==> src/rtl/core/afc_pkg.sv <==
// Shared types, constants and character helpers for the accession format checker.
package afc_pkg;

    localparam int LENGTH_LIMIT = 16;
    localparam int CNT_W        = $clog2(LENGTH_LIMIT + 1);
    localparam int CHAR_W       = 8;
    localparam int STATUS_W     = 3;

    typedef logic [CNT_W-1:0]  cnt_t;
    typedef logic [CHAR_W-1:0] char_t;

    typedef enum logic [2:0] {
        PH_ALPHA,
        PH_UNDER,
        PH_DIGIT,
        PH_VERSION,
        PH_DONE
    } phase_t;

    typedef enum logic [1:0] {
        STOP_NONE,
        STOP_SPACE,
        STOP_DOT,
        STOP_OTHER
    } stop_t;

    typedef enum logic [STATUS_W-1:0] {
        STATUS_VALID,
        STATUS_NULL,
        STATUS_TOO_LONG,
        STATUS_NO_START_LETTERS,
        STATUS_WRONG_DIGITS,
        STATUS_MISSING_VERSION,
        STATUS_BAD_VERSION
    } status_t;

    // Body scanner state: letter, underscore, digit and version runs.
    typedef struct packed {
        phase_t     phase;
        cnt_t       alpha_count;
        logic [1:0] underscore_count;
        cnt_t       digit_count;
        cnt_t       version_digit_count;
        stop_t      stop_class;
        logic       version_bad_tail;
    } scan_t;

    // Whole per-string state.
    typedef struct packed {
        logic  ended;
        cnt_t  char_position;
        char_t head0;
        char_t head1;
        logic  all_blank;
        scan_t scan;
    } stream_t;

    function automatic logic is_upper(char_t c);
        return (c >= "A") && (c <= "Z");
    endfunction

    function automatic logic is_letter(char_t c);
        return is_upper(c) || ((c >= "a") && (c <= "z"));
    endfunction

    function automatic logic is_digit(char_t c);
        return (c >= "0") && (c <= "9");
    endfunction

    function automatic logic is_blank(char_t c);
        return (c == " ") || ((c >= 8'd9) && (c <= 8'd13));
    endfunction

    function automatic cnt_t sat_inc(cnt_t v);
        return (32'(v) < LENGTH_LIMIT) ? cnt_t'(v + 1'b1) : v;
    endfunction

    // Idle string state: nothing seen, blank so far, letter run pending.
    function automatic stream_t clear_stream();
        stream_t s;
        s                 = '0;
        s.all_blank       = 1'b1;
        s.scan.phase      = PH_ALPHA;
        s.scan.stop_class = STOP_NONE;
        return s;
    endfunction

    // One character through the run scanner; phases may fall through.
    function automatic scan_t scan_char(scan_t s, char_t c);
        scan_t r;
        logic  done;
        r    = s;
        done = 1'b0;
        if (r.phase == PH_ALPHA)
        begin
            if (is_letter(c))
            begin
                r.alpha_count = sat_inc(r.alpha_count);
                done = 1'b1;
            end
            else
            begin
                r.phase = PH_UNDER;
            end
        end
        if (!done && r.phase == PH_UNDER)
        begin
            if (c == "_")
            begin
                if (r.underscore_count != 2'd3)
                begin
                    r.underscore_count = r.underscore_count + 2'd1;
                end
                done = 1'b1;
            end
            else
            begin
                r.phase = PH_DIGIT;
            end
        end
        if (!done && r.phase == PH_DIGIT)
        begin
            if (is_digit(c))
            begin
                r.digit_count = sat_inc(r.digit_count);
            end
            else if (c == " ")
            begin
                r.stop_class = STOP_SPACE;
                r.phase      = PH_VERSION;
            end
            else if (c == ".")
            begin
                r.stop_class = STOP_DOT;
                r.phase      = PH_VERSION;
            end
            else
            begin
                r.stop_class = STOP_OTHER;
                r.phase      = PH_DONE;
            end
            done = 1'b1;
        end
        if (!done && r.phase == PH_VERSION)
        begin
            if (is_digit(c))
            begin
                r.version_digit_count = sat_inc(r.version_digit_count);
            end
            else
            begin
                if (c != " ")
                begin
                    r.version_bad_tail = 1'b1;
                end
                r.phase = PH_DONE;
            end
        end
        return r;
    endfunction

endpackage

==> src/rtl/core/afc_judge.sv <==
// Final status decision from the completed string state.
module afc_judge
(
    input  afc_pkg::stream_t st,
    input  logic             version_on,
    output afc_pkg::status_t status
);

    int   a;
    int   d;
    int   pos;
    logic table_plain;
    logic digits_under;
    logic prefix_under;
    afc_pkg::status_t ver;

    always_comb
    begin
        a   = 32'(st.scan.alpha_count);
        d   = 32'(st.scan.digit_count);
        pos = 32'(st.char_position);

        table_plain = (a == 1 && d == 5) || (a == 2 && d == 6) || (a == 3 && d == 5) ||
                      (a == 4 && d == 8) || (a == 5 && d == 7);
        digits_under = (a == 2) && (d == 6 || d == 8 || d == 9);
        prefix_under =
            ((st.head0 == "N" || st.head0 == "X" || st.head0 == "Z") &&
             (st.head1 == "M" || st.head1 == "C" || st.head1 == "T" || st.head1 == "P" ||
              st.head1 == "G" || st.head1 == "R" || st.head1 == "S" || st.head1 == "W" ||
              st.head1 == "Z")) ||
            ((st.head0 == "A" || st.head0 == "Y") && st.head1 == "P");

        // Version suffix outcome.
        ver = afc_pkg::STATUS_VALID;
        if (version_on)
        begin
            if (st.scan.stop_class == afc_pkg::STOP_NONE)
            begin
                ver = afc_pkg::STATUS_MISSING_VERSION;
            end
            else
            begin
                if (st.scan.stop_class != afc_pkg::STOP_DOT)
                begin
                    ver = afc_pkg::STATUS_MISSING_VERSION;
                end
                if (st.scan.version_digit_count == '0)
                begin
                    ver = afc_pkg::STATUS_MISSING_VERSION;
                end
                else if (st.scan.version_bad_tail)
                begin
                    ver = afc_pkg::STATUS_BAD_VERSION;
                end
            end
        end

        if (st.all_blank)
        begin
            status = afc_pkg::STATUS_NULL;
        end
        else if (pos >= afc_pkg::LENGTH_LIMIT)
        begin
            status = afc_pkg::STATUS_TOO_LONG;
        end
        else if (pos < 3 || !afc_pkg::is_upper(st.head0) ||
                 !afc_pkg::is_upper(st.head1))
        begin
            status = afc_pkg::STATUS_NO_START_LETTERS;
        end
        else if (st.scan.stop_class == afc_pkg::STOP_OTHER ||
                 st.scan.underscore_count > 2'd1)
        begin
            status = afc_pkg::STATUS_WRONG_DIGITS;
        end
        else if (st.scan.underscore_count == 2'd0)
        begin
            status = table_plain ? ver : afc_pkg::STATUS_WRONG_DIGITS;
        end
        else
        begin
            status = (digits_under && prefix_under) ? ver : afc_pkg::STATUS_WRONG_DIGITS;
        end
    end

endmodule

==> config.mk <==
export PLATFORM = sky130hd
export DESIGN_NAME = afc_judge
export DESIGN_NICKNAME = d
export VERILOG_FILES = /design/src/rtl/core/afc_pkg.sv /design/src/rtl/core/afc_judge.sv
export SDC_FILE = /design/constraint.sdc
export NUM_CORES = 1
export LEC_CHECK = 0
export ABC_AREA = 1
export BUFFER_PORTS_ARGS = -buffer_cell sky130_fd_sc_hd__buf_4
export CAP_MARGIN = 40
export CORE_MARGIN = 1.5
export CORE_UTILIZATION = 43
export DETAILED_ROUTE_END_ITERATION = 10
export PLACE_DENSITY = 0.9
export SLEW_MARGIN = 20
export SYNTH_ARGS = -nofsm -noshare
export SYNTH_HDL_FRONTEND = slang
export SYNTH_SLANG_ARGS = --single-unit
==> constraint.sdc <==
create_clock -name vclk -period 2
set_clock_uncertainty 0.05 [all_clocks]
set_input_delay 0.3 -clock vclk [all_inputs]
set_output_delay 0.3 -clock vclk [all_outputs]
set_load 0.02 [all_outputs]
# Word level (Yosys, flattened, before mapping)
# Index checks and enable logic that the tools add are counted.
[totals]
regBits = 0
inputBits = 47
output_inout_bits = 3
elab_cells = 82
[classes]
n_lt_le_gt_ge = 7
n_eq_ne = 26
muxes = 12
n_reduce_logical = 37
[ops]
columns = ["op", "count"]
rows = [
  ["8-bit by 7-bit == test with 1-bit output, second input constant", 14],
  ["3-bit 2-to-1 mux", 12],
  ["5-bit by 4-bit == test with 1-bit output, second input constant", 5],
  ["1-bit logical OR", 21],
  ["8-bit by 7-bit greater-or-equal comparator with 1-bit output, second input constant", 2],
  ["8-bit by 7-bit less-or-equal comparator with 1-bit output, second input constant", 2],
  ["1-bit logical AND", 11],
  ["5-bit by 3-bit == test with 1-bit output, second input constant", 2],
  ["5-bit == test, second input constant", 2],
  ["5-bit by 2-bit == test with 1-bit output, second input constant", 1],
  ["5-bit greater-or-equal comparator, second input constant", 1],
  ["5-bit logical NOT", 1],
  ["5-bit by 2-bit less-than comparator with 1-bit output, second input constant", 1],
  ["2-bit logical NOT", 2],
  ["2-bit == test, second input constant", 1],
  ["2-bit by 1-bit > comparator with 1-bit output, second input constant", 1],
  ["1-bit logical NOT", 2],
  ["2-bit inequality test, second input constant", 1],
]

# Logic depth before layout (Yosys ltp)
# Gate-level depths: netlist (run 1).
[depth]
ltp_word = 18
depth_mapped = 14

# Worst setup path before layout (run 1)
# Ideal clock, no wire load.
[synth_path]
path_type = "in2out"
startpoint = "input port st[31] (netlist bit)"
endpoint = "output port status[2]"
arrival_time_ns = 1.275
t_required_ns = 1.650
slack_ns = 0.375
stages = 7
path_buffers = 0
cell_sequence = "inv_1 nand3b_4 nor3_1 nand3_1 nor2_1 nand2_1 nor2_1"
[synth_via]
elab_chain_cells = 18
elab_cells_between_ends = 32
cone_classes = "2 x order compare; 9 x eq/ne; 6 x mux; 15 x reduce/logical"
[synth_lines]
columns = ["element", "line", "rtl"]
rows = [
  ["from (decl)", "afc_judge.sv:4", "input afc_pkg::stream_t st,"],
  ["8-bit by 7-bit == test with 1-bit output", "afc_judge.sv:28", "(st.head1 == \"M\" || st.head1 == \"C\" || st.head1 == \"T\" || st.head1 == \"P\" ||"],
  ["1-bit logical OR (4 in series)", "afc_judge.sv:28", ""],
  ["1-bit logical OR (4 in series)", "afc_judge.sv:29", "st.head1 == \"G\" || st.head1 == \"R\" || st.head1 == \"S\" || st.head1 == \"W\" ||"],
  ["1-bit logical AND", "afc_judge.sv:27", "((st.head0 == \"N\" || st.head0 == \"X\" || st.head0 == \"Z\") &&"],
  ["1-bit logical OR", "afc_judge.sv:30", "st.head1 == \"Z\")) ||"],
  ["1-bit logical AND", "afc_judge.sv:82", "status = (digits_under && prefix_under) ? ver : afc_pkg::STATUS_WRONG_DIGITS;"],
  ["3-bit 2-to-1 mux", "afc_judge.sv:82", ""],
  ["3-bit 2-to-1 mux", "afc_judge.sv:76", "else if (st.scan.underscore_count == 2'd0)"],
  ["3-bit 2-to-1 mux", "afc_judge.sv:71", "else if (st.scan.stop_class == afc_pkg::STOP_OTHER ||"],
  ["3-bit 2-to-1 mux *", "afc_judge.sv:66", "else if (pos < 3 || !afc_pkg::is_upper(st.head0) ||"],
  ["3-bit 2-to-1 mux *", "afc_judge.sv:62", "else if (pos >= afc_pkg::LENGTH_LIMIT)"],
  ["3-bit 2-to-1 mux *", "afc_judge.sv:58", "if (st.all_blank)"],
  ["to (decl)", "afc_judge.sv:6", "output afc_pkg::status_t status"],
]
# Every way passes the cells marked *; elsewhere a longest branch is shown, timed or not.

# Worst setup path after layout (run 1)
[layout_path]
startpoint = "input port st[35] (netlist bit)"
endpoint = "output port status[0]"
[layout_via]
elab_chain_cells = 12
elab_cells_between_ends = 24
cone_classes = "2 x order compare; 5 x eq/ne; 6 x mux; 11 x reduce/logical"
[layout_lines]
columns = ["element", "line"]
rows = [
  ["8-bit by 7-bit == test with 1-bit output", "afc_judge.sv:27"],
  ["1-bit logical OR (2 in series)", "afc_judge.sv:27"],
  ["1-bit logical AND", "afc_judge.sv:27"],
  ["1-bit logical OR", "afc_judge.sv:30"],
  ["1-bit logical AND", "afc_judge.sv:82"],
  ["3-bit 2-to-1 mux", "afc_judge.sv:82"],
  ["3-bit 2-to-1 mux", "afc_judge.sv:76"],
  ["3-bit 2-to-1 mux", "afc_judge.sv:71"],
  ["3-bit 2-to-1 mux *", "afc_judge.sv:66"],
  ["3-bit 2-to-1 mux *", "afc_judge.sv:62"],
  ["3-bit 2-to-1 mux *", "afc_judge.sv:58"],
]
# Marks and branches as above.

==> metrics.yaml, run 1 <==
run_status:
  run_status: "finished, final reports clean"
floorplanning:
  die-area_um2: 1550
  num_rows: 12
  io_pins: 50
  core_area_um2: 1170
  start_util: 0.487
  fp.dieW_um: 39.4
  die_h_um: 39.4
setup_path:
  end_kind: "output pin"
  cp_max_fo: 3
  cp.required_ns: 1.65
  critPathKind: "in -> out"
  cp.arrival_ns: 1.53
  startpoint_type: "input port"
clock_network:
  post_cts.repair.setup_buffers: 0
  cts_resized: 0
  cts-hold-fix-buffers: 0
synth:
  syn_area_per_cell_um2: 4.79
  ys_types: 21
  synth_fp_nets: 166
  syn_inst: 119
  seq_area_frac_synth: 0
  yosys.area.top_type: "nand2_1"
  synth_top_area_share: 0.217
  syn_area_um2: 571
  yosys_warnings: 0
  yosys-top-cells-area: "nand2_1 (22%), inv_1 (14%), nor2_1 (12%)"
route:
  antenna_left: 0
  wl_per_cell_um: 9.76
  drc: 0
  vias_per_cell: 4.99
  drt_wl_total_um: 1750
  first_pass_iters: 4
  drtIter0Drc: 22
  vias: 893
cells_and_area:
  layout-drive-gt1-share: 0.364
  nets: 214
  stdcell_count: 179
  stdcell_area_um2: 933
  diodes: 0
  fillers: 94
  seqCellArea_um2: 0
  synthToLayoutAreaGrowth_pct: 63.6
  num-clock-buffers: 0
  design.seq.count: 0
placement:
  gp_congestion: 0.750
  portBuffers: 46
  placed_cell_area_um2: 933
  dp.cells: 179
  post-dp-hpwl_um: 1580
power:
  p_per_area_nw_per_um2: 158
  pwr-share-comb: 1.000
  clkPwrFrac: 0
  intPower_uw: 80.5
  power.leakage_uw: 0.000558
  p_sw_uw: 67.2
  p_seq_frac: 0
  netSwitchingFraction: 0.455
  peakVddDrop_uv: 92.1
timing:
  fmax_ghz: 0.531
  tns_ns: 0
  period_share: 0.941
  maxSlewViolCount: 0
  worst_pin_slew_ns: 0.291
  relSlewSlack: 0.804
  finalHoldViolCount: 0
  finalCriticalPeriod_ns: 1.88
  rsz0062_at_grt: "false"
  setup_violations: 0
worst_hold_path:
  hp-class: "in -> out"
grt:
  antenna_found_initial: 0
  grt_usage: 0.242
  grt_pass1_vias: 773
  grt_pass1_wl_um: 2750
  grt_max_degree: 6
  grt-ovfl-total: 0
run:
  drv_cap: 0
cells in the mapped netlist (2+ instances only):
library cell  number
nand2_1           33
inv_1             22
nor2_1            18
nand3_1            7
nor3_1             7
nand4_1            5
a21oi_1            4
inv_2              3
nand2_2            3
nor2_2             3
nand3b_1           2
o21ai_0            2
o31ai_1            2
layout by cell type, fill, tap and decap left out, drive strengths merged, types with 2 or more instances in the layout:
master	instances
inv	25
a21oi	5
nand3	8
nand4	5
buf	46
nor2	21
nand3b	3
o21ai	3
o31ai	2
nor3	8
nand2	36
logic make-up (layout without fill, tap and decap cells):
group           after synthesis  in the layout  synth area share
simple gates                 83             83             0.719
compound gates               11             11             0.116
buf+inv                      25             71             0.164
cell type report:
type               instances  area (um2)  area share
multi-input cells         94         477       0.511
repair buffers            46         345       0.370
inverters                 25        93.8       0.101
well taps                 14        17.5      0.0188
worst max-delay path: stages:
cell and delay [ns]:
buf_4 0.11, or2_1 0.23, nor2_1 0.13, nand2_1 0.07
nand2_1 0.06, nand2_1 0.05, nand2_1 0.08, nand2_2 0.06
nand2_2 0.06, nand3_1 0.08, nand2_1 0.06, nand2_1 0.05
nand2_1 0.05, buf_4 0.13
power groups by stage:
stage               registers [uW]  logic [uW]  clock network, uW
floorplan                        0        58.4                  0
global placement                 0         142                  0
detailed placement               0         147                  0
CTS                              0         148                  0
global route                     0         163                  0
finish                           0         148                  0
layer usage:
| metal | vias to the layer above | GRT usage | routed length [um] | share of wire |
|---|---|---|---|---|
| li1 | 469 | - | - | - |
| met1 | 378 | 0.237 | 651 | 0.37 |
| met2 | 44 | 0.537 | 953 | 0.55 |
| met3 | 2 | 0.0170 | 137 | 0.078 |
| met4 | 0 | 0.0172 | 5 | 0.0029 |
| met5 | - | 0 | 0 | 0 |
metrics by stage:
stage | hold slack [ns] | setup WS, ns | utilization | power [uW]
global route | 0.821 | 0.00630 | 0.797 | 163
CTS | 0.814 | 0.144 | 0.797 | 148
floorplan | 0.592 | 0.375 | - | 58.4
detailed placement | 0.814 | 0.147 | 0.797 | 147
global placement | 0.807 | 0.193 | 0.797 | 142
finish | 0.813 | 0.118 | 0.797 | 148
worst paths after layout:
| path | from | to | slack, ns | depth (start not counted) |
|---|---|---|---|---|
| min | st[23] | status[1] | 0.81 | 3 |
| max | st[35] | status[0] | 0.12 | 14 |
No activity file was read; power rests on OpenSTA's default activity.
==> run 2: changes to the inputs <==
PLACE_DENSITY = not set   (was 0.9)
PLACE_DENSITY_LB_ADDON = 0.2   (was not set)
==> metrics.yaml, run 2 (synthesis results as in run 1) <==
run_status:
  run_status: "finished, final reports clean"
timing:
  finalCriticalPeriod_ns: 1.81
  worst_pin_slew_ns: 0.234
  setup_violations: 0
  fmax_ghz: 0.553
  tns_ns: 0
  whs_ns: 0.807
  maxSlewViolCount: 0
  rsz0062_at_grt: "false"
  relSlewSlack: 0.842
  period_share: 0.904
  finalHoldViolCount: 0
power:
  power.leakage_uw: 0.000558
  p_per_area_nw_per_um2: 157
  peakVddDrop_uv: 87.9
clock_network:
  cts_resized: 0
  cts-hold-fix-buffers: 0
  post_cts.repair.setup_buffers: 0
cells_and_area:
  synthToLayoutAreaGrowth_pct: 63.6
  final_common_cell: "buf_4"
  seqCellArea_um2: 0
  num-clock-buffers: 0
  fillers: 99
  diodes: 0
  design.seq.count: 0
  nets: 214
  utilization: 0.797
  layout-drive-gt1-share: 0.364
  final_cell_mix: "buf_4 (46), nand2_1 (33), inv_1 (22)"
setup_path:
  cp.arrival_ns: 1.46
  critPathKind: "in -> out"
  critPathSlowestCell: "or2_1"
  crit_buf_inv: 2
  cpPeakStageDelay_ns: 0.24
  end_kind: "output pin"
  cp_top_family: "simple AND/OR/NAND/NOR gates"
  cp_max_fo: 3
  crit_path_frequent_cell: "nand2_1"
  cp.required_ns: 1.65
  startpoint_type: "input port"
  cp_cell_sequence: "buf_4 > or2_1 > nor2_1 > nand2_1 > nand2_1 > nand2_1 > nand2_1 > nand2_2 > nand2_2 > nand3_1 > nand2_1 > nand2_1 > nand2_1 > buf_4"
placement:
  portBuffers: 46
  post-dp-hpwl_um: 1510
  gp_congestion: 0.759
grt:
  grt-ovfl-total: 0
  grt_max_degree: 6
  grt_pass1_vias: 769
  antenna_found_initial: 0
  grt_pass1_wl_um: 2690
  grt_usage: 0.236
route:
  drt_wl_total_um: 1680
  drtIter0Drc: 13
  first_pass_iters: 4
  wl_per_cell_um: 9.40
  vias: 866
  antenna_left: 0
  drc: 0
  vias_per_cell: 4.84
floorplanning:
  core_area_um2: 1170
  die-area_um2: 1550
  die_h_um: 39.4
  io_pins: 50
  start_util: 0.487
  fp.dieW_um: 39.4
  num_rows: 12
worst_hold_path:
  hp-class: "in -> out"
run:
  drv_cap: 0
## run 2: cell counts in the layout (fill, tap and decap cells not counted)
Identical to the previous run, type by type.
## run 2: cell type report
class | count | area (um2) | area share
Multi-Input combinational cell | 94 | 477 | 0.511
Timing Repair Buffer | 46 | 345 | 0.370
Inverter | 25 | 93.8 | 0.101
Tap cell | 14 | 17.5 | 0.0188
## run 2: power breakdown
part	switching (uW)	total [uW]	leakage (uW)	internal, uW
Sequential	0	0	0	0
Clock	0	0	0	0
Combinational	66.1	147	0.000558	80.4
Total	66.1	147	0.000558	80.4
## run 2: worst paths after layout
check | start | to | slack, ns | depth (start not counted)
hold / removal | st[23] | status[1] | 0.81 | 3
setup / recovery | st[35] | status[0] | 0.19 | 14
## run 2: layer usage
layer  vias to the layer above  wire [um]  track usage
met5                         -          0            0
met4                         0          0       0.0345
met3                         0         86       0.0170
met2                        28        959        0.516
met1                       370        636        0.231
li1                        468          -            -
## run 2: per-stage QoR
step	instance area, um2	power (uW)	setup WS, ns	std cells
2_1_floorplan	571	58.4	0.375	119
3_3_place_gp	933	141	0.204	179
3_5_place_dp	933	146	0.201	179
4_1_cts	933	147	0.194	179
5_1_grt	933	163	0.0676	179
6_report	933	147	0.192	179
